--- config.mk ---
export PLATFORM = sky130hd
export DESIGN_NAME = gso_ram
export DESIGN_NICKNAME = d
export VERILOG_FILES = /design/src/rtl/core/gso_ram.sv
export SDC_FILE = /design/constraint.sdc
export NUM_CORES = 1
export LEC_CHECK = 0
export CAP_MARGIN = 5
export CORE_MARGIN = 2
export CORE_UTILIZATION = 55
export DETAILED_ROUTE_END_ITERATION = 6
export DONT_BUFFER_PORTS = 1
export PLACE_DENSITY = 0.81
export SLEW_MARGIN = 10
export SYNTH_ARGS = -nofsm -noshare
export SYNTH_HDL_FRONTEND = slang
export SYNTH_SLANG_ARGS = --single-unit
export TNS_END_PERCENT = 5
--- constraint.sdc ---
create_clock -name clk -period 4 [get_ports clk]
set_input_delay 0.6 -clock clk [delete_from_list [all_inputs] [get_ports clk]]
set_output_delay 0.6 -clock clk [all_outputs]
set_load 0.03 [all_outputs]
--- src/rtl/core/gso_ram.sv ---
// Generic single-write, single-read RAM with a registered read port.
module gso_ram #(
  parameter int WIDTH = 32,
  parameter int DEPTH = 16
) (
  input  logic                                   clk,
  input  logic                                   we,
  input  logic [((DEPTH > 1) ? $clog2(DEPTH) : 1)-1:0] waddr,
  input  logic [WIDTH-1:0]                       wdata,
  input  logic [((DEPTH > 1) ? $clog2(DEPTH) : 1)-1:0] raddr,
  output logic [WIDTH-1:0]                       rdata
);

  logic [WIDTH-1:0] mem [DEPTH];

  always_ff @(posedge clk) begin
    if (we) begin
      mem[waddr] <= wdata;
    end
    rdata <= mem[raddr];
  end

endmodule

==> summary.txt <==
SYNTH
------------------------------------------------------------------------------------------------------
Leading cell types by count after synthesis                                               512 x edfxtp_1, 128 x mux4_2, 64 x a22oi_1
Biggest area contributors in the synthesized netlist                                      edfxtp_1 77%, mux4_2 15%, dfxtp_1 3.2%
Post-synthesis async set-or-reset flop share                                                        0%
Main flop type after synthesis                                                                edfxtp_1
Post-Synthesis Net Count                                                                           880
Share of the yosys chip area belonging to registers                                             80.67%
Cell area after synthesis                                                                   19,850 µm²
Average size of a mapped cell                                                                23.69 µm²
Area share of the largest cell type after synthesis                                             77.44%
Flip-flop and latch count after synthesis                                                          544
Number of enable flip-flop cells after synthesis                                                   512
Synth cell types                                                                                    18
Gate Count Post-Synth                                                                              838
Post-synth top area cell                                                                      edfxtp_1
Synth warn                                                                                           0
Most repeated cell in the gate-level netlist after synthesis                                  edfxtp_1

DIE
------------------------------------------------------------------------------------------------------
Die Wd                                                                                        194.0 µm
I/O pin count                                                                                       74
Vertical extent of the die                                                                    194.0 µm
Die area                                                                                    37,630 µm²
Site Rows                                                                                           69
CORE AREA                                                                                   35,570 µm²
Starting Density                                                                                55.82%

ROUTE
------------------------------------------------------------------------------------------------------
Number of search-and-repair iterations in the first detailed-routing pass                            6
Avg Vias per Cell                                                                                6.424
Number of DRC markers in iteration 0                                                             1,038
Routed Antenna Nets                                                                                  0
Number of remaining DRC errors                                                                       0
Number of vias in the routed layout                                                              8,750
Post-detailed-routing wire length                                                            39,990 µm
Drt wl/cell                                                                                   29.36 µm

PLACE
------------------------------------------------------------------------------------------------------
Total of buffers placed on input and output ports                                                    0
Final GP Congestion                                                                             0.6969
Detailed placer's ending HPWL                                                                20,020 µm

TIMING
------------------------------------------------------------------------------------------------------
Slew Limit Headroom                                                                             15.89%
Setup TNS                                                                                         0 ns
Unrepaired setup endpoints after global routing                                                  false
Time the worst path needs with I/O delays and setup                                           1.916 ns
Fin Clk Skew                                                                                0.01586 ns
Final number of setup-violating endpoints                                                            0
Transition at the pin with the smallest max-transition slack                                  1.259 ns
Final hold violations                                                                                0
Number of slew-limit violations in the final report                                                  0
Max frequency                                                                               0.5218 GHz
Final cycle utilization of the critical path                                                    47.91%

CRITICAL PATH
------------------------------------------------------------------------------------------------------
R2r endpoint                                                                                  rdata[3]
Maximum fanout count along the critical path                                                        20
Flop2flop setup slack                                                                          2.39 ns
Cells along the critical path                                                             nand3b_1, nor2_4, buf_4
Longest individual stage delay on the worst path                                               0.77 ns
Category of the critical setup timing path                                                      in2reg
Reg-to-reg critical path startpoint                                                          mem[3][3]
Critical Path Start Type                                                                     input pin
Arrival time of the worst setup path                                                           2.16 ns
Crit path required time                                                                        4.24 ns
Worst reg-to-reg path cell count                                                                     3
Crit path max-delay cell type                                                                   nor2_4
Worst setup EP type                                                                          flip-flop

MIN PATH
------------------------------------------------------------------------------------------------------
Hold path cells                                                                                      0
Hold_sp                                                                                      wdata[25]
Path type of the worst min-delay path                                                           in2reg
End of the worst hold path                                                                  mem[6][25]

POWER AND IR DROP
------------------------------------------------------------------------------------------------------
Power per unit of standard cell area                                                      525.0 nW/µm²
Leak pwr                                                                                   0.006903 µW
Peak VDD IR                                                                                  0.6922 mV

GRT
------------------------------------------------------------------------------------------------------
Remaining global-route overflow                                                                      0
Antenna violations before repair                                                                     0
GR Util All Layers                                                                              21.60%
First-pass GRT wire length                                                                   60,140 µm
Number of global-route vias before repair                                                        9,439
Largest net degree at the start of global routing                                                  129

FINISH
------------------------------------------------------------------------------------------------------
Layout cells sized above 1                                                                      25.86%
Final antenna diode count                                                                            0
Final nets                                                                                         901
Layout-stage area growth over the synthesis result                                              11.33%
Final core utilization                                                                          62.14%

CLOCK TREE
------------------------------------------------------------------------------------------------------
Hold-fix buffers, CTS                                                                                0
Setup Buffers After CTS                                                                              0
Sinks on Clock Net                                                                                 544
Clock root buffer master                                                                     clkbuf_16
Buffers from clock root to sink, at most                                                             3
Inserted Clock Buffers                                                                              51
Clock transition at the register clock pins on the worst setup and hold paths after CTS        0.07 ns
H-Tree Depth                                                                                         2
CTS tree                                                                                         built
Clock insertion delay at the later pin of the skew report                                      0.56 ns
Post-CTS sizing                                                                                      0

JOB
------------------------------------------------------------------------------------------------------
Max_cap viols                                                                                        0

RUN STATUS
------------------------------------------------------------------------------------------------------
Run status                                                                                   completed

power by group:
part	switching (µW)	internal, µW	leakage [µW]	total (µW)
logic	154	178	0.00120	333
registers	125	6380	0.00489	6500
clock network	2010	2760	0.000810	4770
total	2290	9310	0.00690	11600
logic make-up after synthesis:
| group | synth area share (%) |
|---|---|
| simple gates | 1.273 |
| compound gates | 2.420 |
| flops | 80.67 |
| mux | 14.52 |
| buf+inv | 1.122 |
per-layer routing:
layer	GRT usage [%]	wire, µm	vias to the layer above
met5	0	0	-
met3	4.836	3221	60
li1	-	-	3602
met1	30.29	15930	4661
met2	34.89	20030	427
met4	6.004	806	0
how the worst max path moves through the flow:
| stage | startpoint | end | depth (start not counted) |
|---|---|---|---|
| 3_5_place_dp | waddr[2] | mem[2][30] | 2 |
| 3_3_place_gp | waddr[2] | mem[2][30] | 2 |
| 2_1_floorplan | waddr[2] | mem[0][0] | 2 |
| 5_1_grt | waddr[2] | mem[9][9] | 3 |
| 4_1_cts | waddr[2] | mem[9][7] | 3 |
| 6_report | waddr[2] | mem[9][7] | 3 |
registers in the layout, summed over array words and instances, names as in the netlist:
register  flops
rdata        32
mem         512
worst max-delay path: cells and delay by family:
family        cells  cell delay [ns]
buf+inv           1             0.41
simple gates      2             1.13
final cells by class:
cell class                 instances  area, µm²
multi-input combinational        251       3750
tap                              461      576.8
fill                            2290      13470
clock inverter                    23      209.0
clock buffer                      72       1438
timing repair buffer              11      115.1
sequential                       544      16020
per-stage QoR:
step | setup slack [ns] | instances | instance area [µm²] | power (µW) | hold WS, ns
floorplan | 0.2204 | 838 | 19850 | 6905 | 0.6349
global placement | 1.543 | 1265 | 20410 | 6931 | 0.6471
detailed placement | 1.529 | 1265 | 20410 | 6948 | 0.6671
CTS | 2.086 | 1360 | 22060 | 11650 | 0.1035
global route | 1.981 | 1362 | 22100 | 11890 | 0.1061
finish | 2.084 | 1362 | 22100 | 11600 | 0.1212
cells in the final DEF (no fill, tap or decap):
| master | instances |
|---|---|
| nor3_2 | 4 |
| mux4_2 | 128 |
| clkbuf_16 | 53 |
| a22oi_1 | 64 |
| clkinvlp_4 | 1 |
| clkbuf_1 | 15 |
| buf_12 | 1 |
| nand3_1 | 1 |
| buf_16 | 1 |
| clkbuf_8 | 4 |
| dfxtp_1 | 32 |
| clkinv_1 | 7 |
| nand3b_1 | 2 |
| edfxtp_1 | 512 |
| bufinv_16 | 4 |
| or3b_2 | 1 |
| nor2_4 | 13 |
| nand2b_1 | 2 |
| buf_4 | 9 |
| and2_2 | 1 |
| nand2_1 | 33 |
| nor2b_4 | 2 |
| clkinv_2 | 11 |
(Power assumes the default switching activity.)
