### src/rtl/core/gso_pkg.sv
// Shared constants, types and state encodings for the Gram-Schmidt orthonormaliser.
package gso_pkg;

  localparam int NUM_VECTORS   = 4;
  localparam int VECTOR_LENGTH = 4;
  localparam int CAPACITY      = NUM_VECTORS * VECTOR_LENGTH;

  localparam int WORD_W   = 32;
  localparam int FRAC     = 28;
  localparam int IN_SHIFT = 12;
  localparam int OUT_W    = 16;
  localparam int THR_W    = 16;
  localparam int QUOT_W   = 30;
  localparam int SHIFT_W  = 5;

  localparam int ADDR_W = (CAPACITY > 1) ? $clog2(CAPACITY) : 1;
  localparam int CNT_W  = $clog2(CAPACITY + 1);
  localparam int ROW_W  = $clog2(NUM_VECTORS + 1);
  localparam int K_W    = $clog2(VECTOR_LENGTH + 1);
  localparam int KI_W   = (VECTOR_LENGTH > 1) ? $clog2(VECTOR_LENGTH) : 1;

  typedef logic signed [WORD_W-1:0] word_t;

  typedef struct packed {
    logic              en;
    logic [ADDR_W-1:0] addr;
    word_t             data;
  } ram_wr_t;

  typedef enum logic [4:0] {
    S_IDLE, S_ZERO, S_RD, S_SQ, S_NZ, S_SQRT, S_DIV, S_DIVW, S_WR,
    S_DOT, S_RND, S_SUB, S_CK, S_CSQ, S_CM1, S_CM2, S_CM3, S_OUT
  } back_state_t;

  typedef enum logic [1:0] {
    PH_NORM1, PH_PROJ, PH_CLEAN, PH_FINAL
  } phase_t;

  typedef enum logic [1:0] {
    SQ_IDLE, SQ_NORM, SQ_ITER
  } sqrt_state_t;

  typedef enum logic {
    DV_IDLE, DV_ITER
  } div_state_t;

endpackage

### src/rtl/core/gso_front.sv
// Front end: takes elements into the store and queues one run command per set.
module gso_front import gso_pkg::*; (
  input  logic              clk,
  input  logic              rst_n,
  input  logic              start,
  output logic              busy,
  input  logic [OUT_W-1:0]  in_element,
  input  logic              in_last_in,
  input  logic              back_busy,
  output logic              cmd_valid,
  output logic [CNT_W-1:0]  cmd_count,
  input  logic              cmd_ready,
  output ram_wr_t           ram_wr
);

  logic [CNT_W-1:0] load_count_r, load_count_nxt;
  logic             cmd_valid_r, cmd_valid_nxt;
  logic [CNT_W-1:0] cmd_count_r, cmd_count_nxt;
  logic             accept;
  logic             room;
  logic [CNT_W-1:0] count_after;

  assign busy        = cmd_valid_r | back_busy;
  assign accept      = start & ~busy;
  assign room        = (load_count_r < CAPACITY);
  assign count_after = load_count_r + CNT_W'(room);
  assign cmd_valid   = cmd_valid_r;
  assign cmd_count   = cmd_count_r;

  always_comb begin
    ram_wr.en   = accept & room;
    ram_wr.addr = load_count_r[ADDR_W-1:0];
    ram_wr.data = {{(WORD_W-OUT_W-IN_SHIFT){in_element[OUT_W-1]}}, in_element,
                   {IN_SHIFT{1'b0}}};
  end

  always_comb begin
    load_count_nxt = load_count_r;
    cmd_valid_nxt  = cmd_valid_r;
    cmd_count_nxt  = cmd_count_r;
    if (cmd_valid_r && cmd_ready) begin
      cmd_valid_nxt = 1'b0;
    end
    if (accept) begin
      if (in_last_in) begin
        cmd_valid_nxt  = 1'b1;
        cmd_count_nxt  = count_after;
        load_count_nxt = '0;
      end else begin
        load_count_nxt = count_after;
      end
    end
  end

  always_ff @(posedge clk) begin
    if (!rst_n) begin
      load_count_r <= '0;
      cmd_valid_r  <= 1'b0;
    end else begin
      load_count_r <= load_count_nxt;
      cmd_valid_r  <= cmd_valid_nxt;
    end
  end

  always_ff @(posedge clk) begin
    cmd_count_r <= cmd_count_nxt;
  end

endmodule

### config.mk
export PLATFORM = sky130hd
export DESIGN_NAME = gso_front
export DESIGN_NICKNAME = d
export VERILOG_FILES = /design/src/rtl/core/gso_pkg.sv /design/src/rtl/core/gso_front.sv
export SDC_FILE = /design/constraint.sdc
export NUM_CORES = 1
export LEC_CHECK = 0
export ABC_AREA = 1
export BUFFER_PORTS_ARGS = -buffer_cell sky130_fd_sc_hd__buf_2
export CORE_ASPECT_RATIO = 0.75
export CORE_MARGIN = 5
export CORE_UTILIZATION = 29
export DETAILED_ROUTE_END_ITERATION = 10
export PLACE_DENSITY = 0.75
export SLEW_MARGIN = 20
export SYNTH_ARGS = -nofsm -noshare
export SYNTH_HDL_FRONTEND = slang
export SYNTH_SLANG_ARGS = --single-unit
export TNS_END_PERCENT = 20
### constraint.sdc
create_clock -name clk -period 3.4 [get_ports clk]
set_input_delay 0.17 -clock clk [delete_from_list [all_inputs] [get_ports clk]]
set_output_delay 0.17 -clock clk [all_outputs]
set_load 0.05 [all_outputs]
==> run_results.csv, run 1 <==
group,metric,value,unit
sta,rsz0062_at_grt,"false",
power_and_ir_drop,total_power,293,µW
synth,ys_ff_latch,11,
routing,drt-total-wl,1280,µm
sta,drv_slew,0,
power_and_ir_drop,swShare,34.0,%
die,dieArea,0.00371,mm²
routing,remaining_drc_errors,0,
power_and_ir_drop,p_leak,0.000324,µW
power_and_ir_drop,seqPwrFrac,48.3,%
placement,place_area,649,µm²
placement,port_buffers,17,
min_path,hold_end,"cmd_valid$_SDFF_PN0_",
worst_setup_path,crit_fanout,8,
clock_tree,cts_buffer_depth,2,
placement,dp_cells,117,
min_path,min-delay-start,"cmd_ready",
clock_tree,clkSlewWorstSetupHoldPaths,60,ps
grt,gr-total-overflow,0,
worst_setup_path,max_stage_delay,330,ps
die,ios,66,
routing,drtPass1Iterations,4,
die,rows,16,
grt,grt_pass1_vias,471,
worst_setup_path,cp-start-kind,"flop",
worst_setup_path,critical-path-top-delay-family,"simple AND/OR/NAND/NOR gates",
finish,stdcell_count,121,
synth,syn_area,748,µm²
grt,antenna_found_initial,0,
synth,synth.distinct_cells,15,
worst_setup_path,rrSetupSlack,2020,ps
routing,vias,476,
sta,fin_crit_sh,42.0,%
clock_tree,clk_root_buffer_cell,"clkbuf_4",
grt,grt_max_degree,9,
finish,finalInstanceArea,676,µm²
power_and_ir_drop,powerDensity,434,mW/mm²
worst_setup_path,arrival,1260,ps
clock_tree,post_cts_buffers,0,
routing,ant_nets,0,
job,cap_violations,0,
routing,vias_per_cell,3.93,
power_and_ir_drop,power_switching,99.7,µW
worst_setup_path,cp.required,3230,ps
outcome,status,"complete, no violations",
worst_setup_path,path_class,"reg2out",
synth,syn_area_per_cell,8.41,µm²
clock_tree,post_cts_resized,0,
power_and_ir_drop,p_comb_share,20.8,%
sta,min_period,1430,ps
routing,first_iter_violations,67,
clock_tree,cts_tree,"built",
synth,yosysSeqAreaShare,36.1,%
finish,drive_gt1_share,27.1,%
routing,wire_per_inst,10.6,µm
sta,hold_viol,0,
clock_tree,holdBufCountCts,0,
die,die_w,68.7,µm
worst_setup_path,path_buf_inv,1,
worst_setup_path,cp-end-kind,"output pin",
finish,diodes,0,
clock_tree,clkLatencyLatePin,280,ps
placement,dp_hpwl,999,µm
synth,synth_warnings,0,
min_path,holdPathStages,4,
die,die_h,54.0,µm
sta,final-setup-viol-count,0,
worst_setup_path,r2r_end,"load_count_r[4]$_SDFFE_PN0P_",
placement,routabilityCongestion,0.906,
finish,nets,110,
clock_tree,clock-sinks,11,
die,fp.coreArea,0.00254,mm²
worst_setup_path,r2r-start,"load_count_r[4]$_SDFFE_PN0P_",
sta,setup-tns-final,0,ps
worst_setup_path,cp.depth,4,
power_and_ir_drop,power.internal,194,µW
sta,skew,3.33,ps
power_and_ir_drop,ir_drop,0.105,mV
sta,max_freq,701,MHz
grt,grt_pass1_wl,1980,µm
worst_setup_path,worstPathCellList,"nor2_2 > nand2_2 > nor2_1 > buf_2",
min_path,worstHoldPathType,"in2reg",
die,start_util,29.4,%
sta,layout_setup_ws,1970,ps
synth,synth_cells,89,
worst_setup_path,slowest_stage,"dfxtp_1",
placement,pre_cts_ws,2050,ps
worst_setup_path,r2r_cells,8,
grt,globalRouteTotalUtil,7.56,%
clock_tree,h-tree-depth,1,
finish,synthToLayoutAreaGrowth,-9.70,%
power_and_ir_drop,p_clk_share,30.9,%
clock_tree,cts_buffers,3,
how the worst max path moves through the flow:
stage                            startpoint                            to
2_1_floorplan          cmd_valid$_SDFF_PN0_                    ram_wr[36]
3_3_place_gp   load_count_r[4]$_SDFFE_PN0P_        cmd_count[2]$_DFFE_PP_
3_5_place_dp   load_count_r[4]$_SDFFE_PN0P_  load_count_r[4]$_SDFFE_PN0P_
4_1_cts                cmd_valid$_SDFF_PN0_                    ram_wr[36]
5_1_grt                cmd_valid$_SDFF_PN0_                    ram_wr[36]
6_report               cmd_valid$_SDFF_PN0_                    ram_wr[36]
cells in the mapped netlist:
cell	instances	area, µm²
nor2_1	1	3.75
nand3_1	2	10.0
nand4_1	2	12.5
a21oi_1	6	30.0
nand2_1	16	60.1
dfxtp_1	6	120
edfxtp_1	5	150
buf_4	36	270
nor2_2	1	6.26
conb_1	1	3.75
inv_1	8	30.0
nand2_2	1	6.26
nor2_4	1	11.3
xnor2_1	1	8.76
ha_1	2	25.0
placed cells by master (no fill, tap or decap), drive strengths merged:
cell    count
nand4       2
buf        17
edfxtp      5
a21oi       6
inv         8
nor2        3
nand2      17
xnor2       1
conb       12
ha          2
clkbuf      4
dfxtp       6
nand3       2
layout make-up:
cell class	instances	area [µm²]
clock buffer	4	26.3
inverter	8	30.0
tap	36	45.0
fill	273	1870
multi-input combinational	45	219
timing repair buffer	17	85.1
sequential	11	270
stage by stage:
| step | util [%] | hold WS (ps) |
|---|---|---|
| 2_1_floorplan | - | 333 |
| 3_3_place_gp | 25.5 | 340 |
| 3_5_place_dp | 25.5 | 340 |
| 4_1_cts | 26.6 | 145 |
| 5_1_grt | 26.6 | 139 |
| 6_report | 26.6 | 147 |
sequential cells by signal, summed over array words and instances (netlist names):
| signal | cells |
|---|---|
| load_count_r | 5 |
| cmd_count | 5 |
| cmd_valid | 1 |
worst reg2reg max path, cell delays in order, from the launching register on:
cell and delay [ps]:
dfxtp_1 360, inv_1 80, ha_1 230, ha_1 240
nand3_1 90, nand2_1 60, nand2_1 90, nand2_1 50
a21oi_1 110
routing by layer:
layer | vias up | routed length [µm] | track usage [%] | share of wire [%]
li1 | 222 | - | - | -
met1 | 217 | 425 | 5.93 | 33
met2 | 32 | 667 | 13.5 | 52
met3 | 5 | 156 | 3.55 | 12
met4 | 0 | 31 | 7.59 | 2.4
met5 | - | 0 | 0 | 0
kinds of logic after synthesis:
group           Yosys count  share of synthesized area (%)
compound gates            6                           4.01
xor+xnor                  1                           1.17
fa+ha+maj                 2                           3.34
buf+inv                  44                           40.1
flops                    11                           36.1
other cells               1                          0.501
simple gates             24                           14.7
power groups by stage:
stage	combinational [µW]	clock [µW]	sequential [µW]
6_report	61.1	90.6	142
5_1_grt	64.2	103	142
4_1_cts	60.9	92.0	142
3_5_place_dp	60.8	0	145
3_3_place_gp	59.9	0	145
2_1_floorplan	120	0	151
Power figures use the tool's default switching activity.
==> inputs of run 2 (changes only) <==
- clock period: 3.4 -> 1.35 ns (I/O delays scaled with it)
==> run_results.csv, run 2 (synthesis gave the netlist of run 1 again) <==
group,metric,value,unit
clock_tree,clkSlewWorstSetupHoldPaths,70,ps
routing,drt-total-wl,1370,µm
finish,finalCoreUtilization,28.1,%
finish,drive_gt1_share,33.3,%
worst_setup_path,crit_fanout,7,
routing,drtPass1Iterations,4,
clock_tree,cts_buffer_depth,2,
worst_setup_path,crit_top_cell,"nor2_2",
sta,skew,0.717,ps
grt,globalRouteTotalUtil,6.87,%
routing,vias_per_cell,4.08,
power_and_ir_drop,ir_drop,0.239,mV
routing,wire_per_inst,11.2,µm
worst_setup_path,worstPathCellList,"nor2_2 > nand2_2 > buf_4 > nor2_2 > buf_6",
worst_setup_path,r2r_cells,6,
routing,vias,502,
die,fp.coreArea,0.00254,mm²
placement,routabilityCongestion,0.876,
sta,min_period,1300,ps
min_path,worstHoldPathType,"in2reg",
power_and_ir_drop,powerDensity,1040,mW/mm²
worst_setup_path,arrival,1240,ps
die,rows,16,
sta,max_freq,766,MHz
clock_tree,clkLatencyLatePin,270,ps
die,die_h,54.0,µm
worst_setup_path,max_stage_delay,330,ps
sta,setup-tns-final,0,ps
worst_setup_path,path_buf_inv,2,
clock_tree,clock-sinks,11,
clock_tree,cts_tree,"built",
grt,grt_pass1_wl,1790,µm
routing,first_iter_violations,44,
min_path,min-delay-start,"cmd_ready",
worst_setup_path,critical-path-top-delay-family,"buffers and inverters",
grt,grt_pass1_vias,451,
worst_setup_path,cp-end-kind,"output pin",
finish,diodes,0,
placement,dp_hpwl,1040,µm
grt,antenna_found_initial,0,
worst_setup_path,cp-start-kind,"flop",
grt,grt_max_degree,8,
clock_tree,cts_buffers,3,
clock_tree,clk_root_buffer_cell,"clkbuf_4",
finish,fillCellCount,262,
die,ios,66,
sta,hold_viol,0,
min_path,hold_end,"cmd_valid$_SDFF_PN0_",
sta,drv_slew,0,
min_path,holdPathStages,4,
placement,port_buffers,17,
routing,ant_nets,0,
finish,stdcell_count,123,
worst_setup_path,rrSetupSlack,80,ps
finish,synthToLayoutAreaGrowth,-4.35,%
finish,layout_common_cells,"nand2_1, buf_2, conb_1",
power_and_ir_drop,p_leak,0.000332,µW
worst_setup_path,cp.required,1280,ps
die,dieArea,0.00371,mm²
outcome,status,"complete, no violations",
sta,rsz0062_at_grt,"true",
routing,remaining_drc_errors,0,
worst_setup_path,slowest_stage,"dfxtp_1",
worst_setup_path,r2r_end,"cmd_count[4]$_DFFE_PP_",
worst_setup_path,path_class,"reg2out",
placement,dp_cells,119,
die,die_w,68.7,µm
worst_setup_path,r2r-start,"load_count_r[4]$_SDFFE_PN0P_",
sta,final-setup-viol-count,0,
finish,nets,112,
die,start_util,29.4,%
clock_tree,h-tree-depth,1,
sta,fin_crit_sh,96.6,%
grt,gr-total-overflow,0,
job,cap_violations,0,
run 2: changes by cell type in the layout (fill, tap and decap cells not counted), sizes merged:
cell | before | now
buf | 17 | 19
run 2: worst max path at each step:
stage,startpoint,to,slack (ps),cells after the start
final,cmd_valid$_SDFF_PN0_,ram_wr[36],50,5
after global routing,cmd_valid$_SDFF_PN0_,ram_wr[36],-30,5
after CTS,load_count_r[4]$_SDFFE_PN0P_,load_count_r[4]$_SDFFE_PN0P_,9,8
after detailed placement,load_count_r[4]$_SDFFE_PN0P_,load_count_r[2]$_SDFFE_PN0P_,40,7
after global placement,load_count_r[4]$_SDFFE_PN0P_,cmd_count[2]$_DFFE_PP_,130,5
after floorplan,cmd_valid$_SDFF_PN0_,cmd_count[0]$_DFFE_PP_,10,5
run 2: worst register-to-register path, cell delays in order (launching register included):
cell,delay (ps)
dfxtp_2,320
inv_1,90
ha_2,220
ha_4,150
nand3_1,90
nand2_1,90
nand2_1,70
run 2: area by class of cell:
class	instances	area, µm²	area share [%]
flip-flops and latches	11	272	37.9
multi-input cells	45	236	33.0
repair buffers	19	106	14.9
well taps	36	45.0	6.29
inverters	8	30.0	4.20
clock buffers	4	26.3	3.67
run 2: timing repair:
item / in CTS / in global routing
setup endpoints to repair: 1 / 5
hold buffers: 0 / 0
resized for setup: 1 / 5
hold endpoints to repair: 0 / 0
setup buffers: 0 / 0
run 2: per-layer routing:
layer	global-route usage, %	routed length, µm	up-vias
li1	-	-	226
met1	4.09	396	224
met2	13.6	724	45
met3	3.97	216	7
met4	6.27	36	0
met5	0	0	-
run 2: report_power, final:
part | total, µW | switching (µW) | internal [µW]
sequential | 357 | 3.33 | 354
combinational | 162 | 136 | 25.6
clock | 227 | 112 | 115
total | 746 | 252 | 494
run 2: through the flow:
stage | hold WS, ps | worst slack [ps] | cell area, µm² | power (µW)
after floorplan | 231 | 13.5 | 792 | 683
after global placement | 135 | 128 | 667 | 518
after detailed placement | 135 | 37.8 | 667 | 520
after CTS | 51.1 | 9.45 | 696 | 738
after global routing | 59.7 | -33.3 | 716 | 773
final | 42.1 | 45.3 | 716 | 746
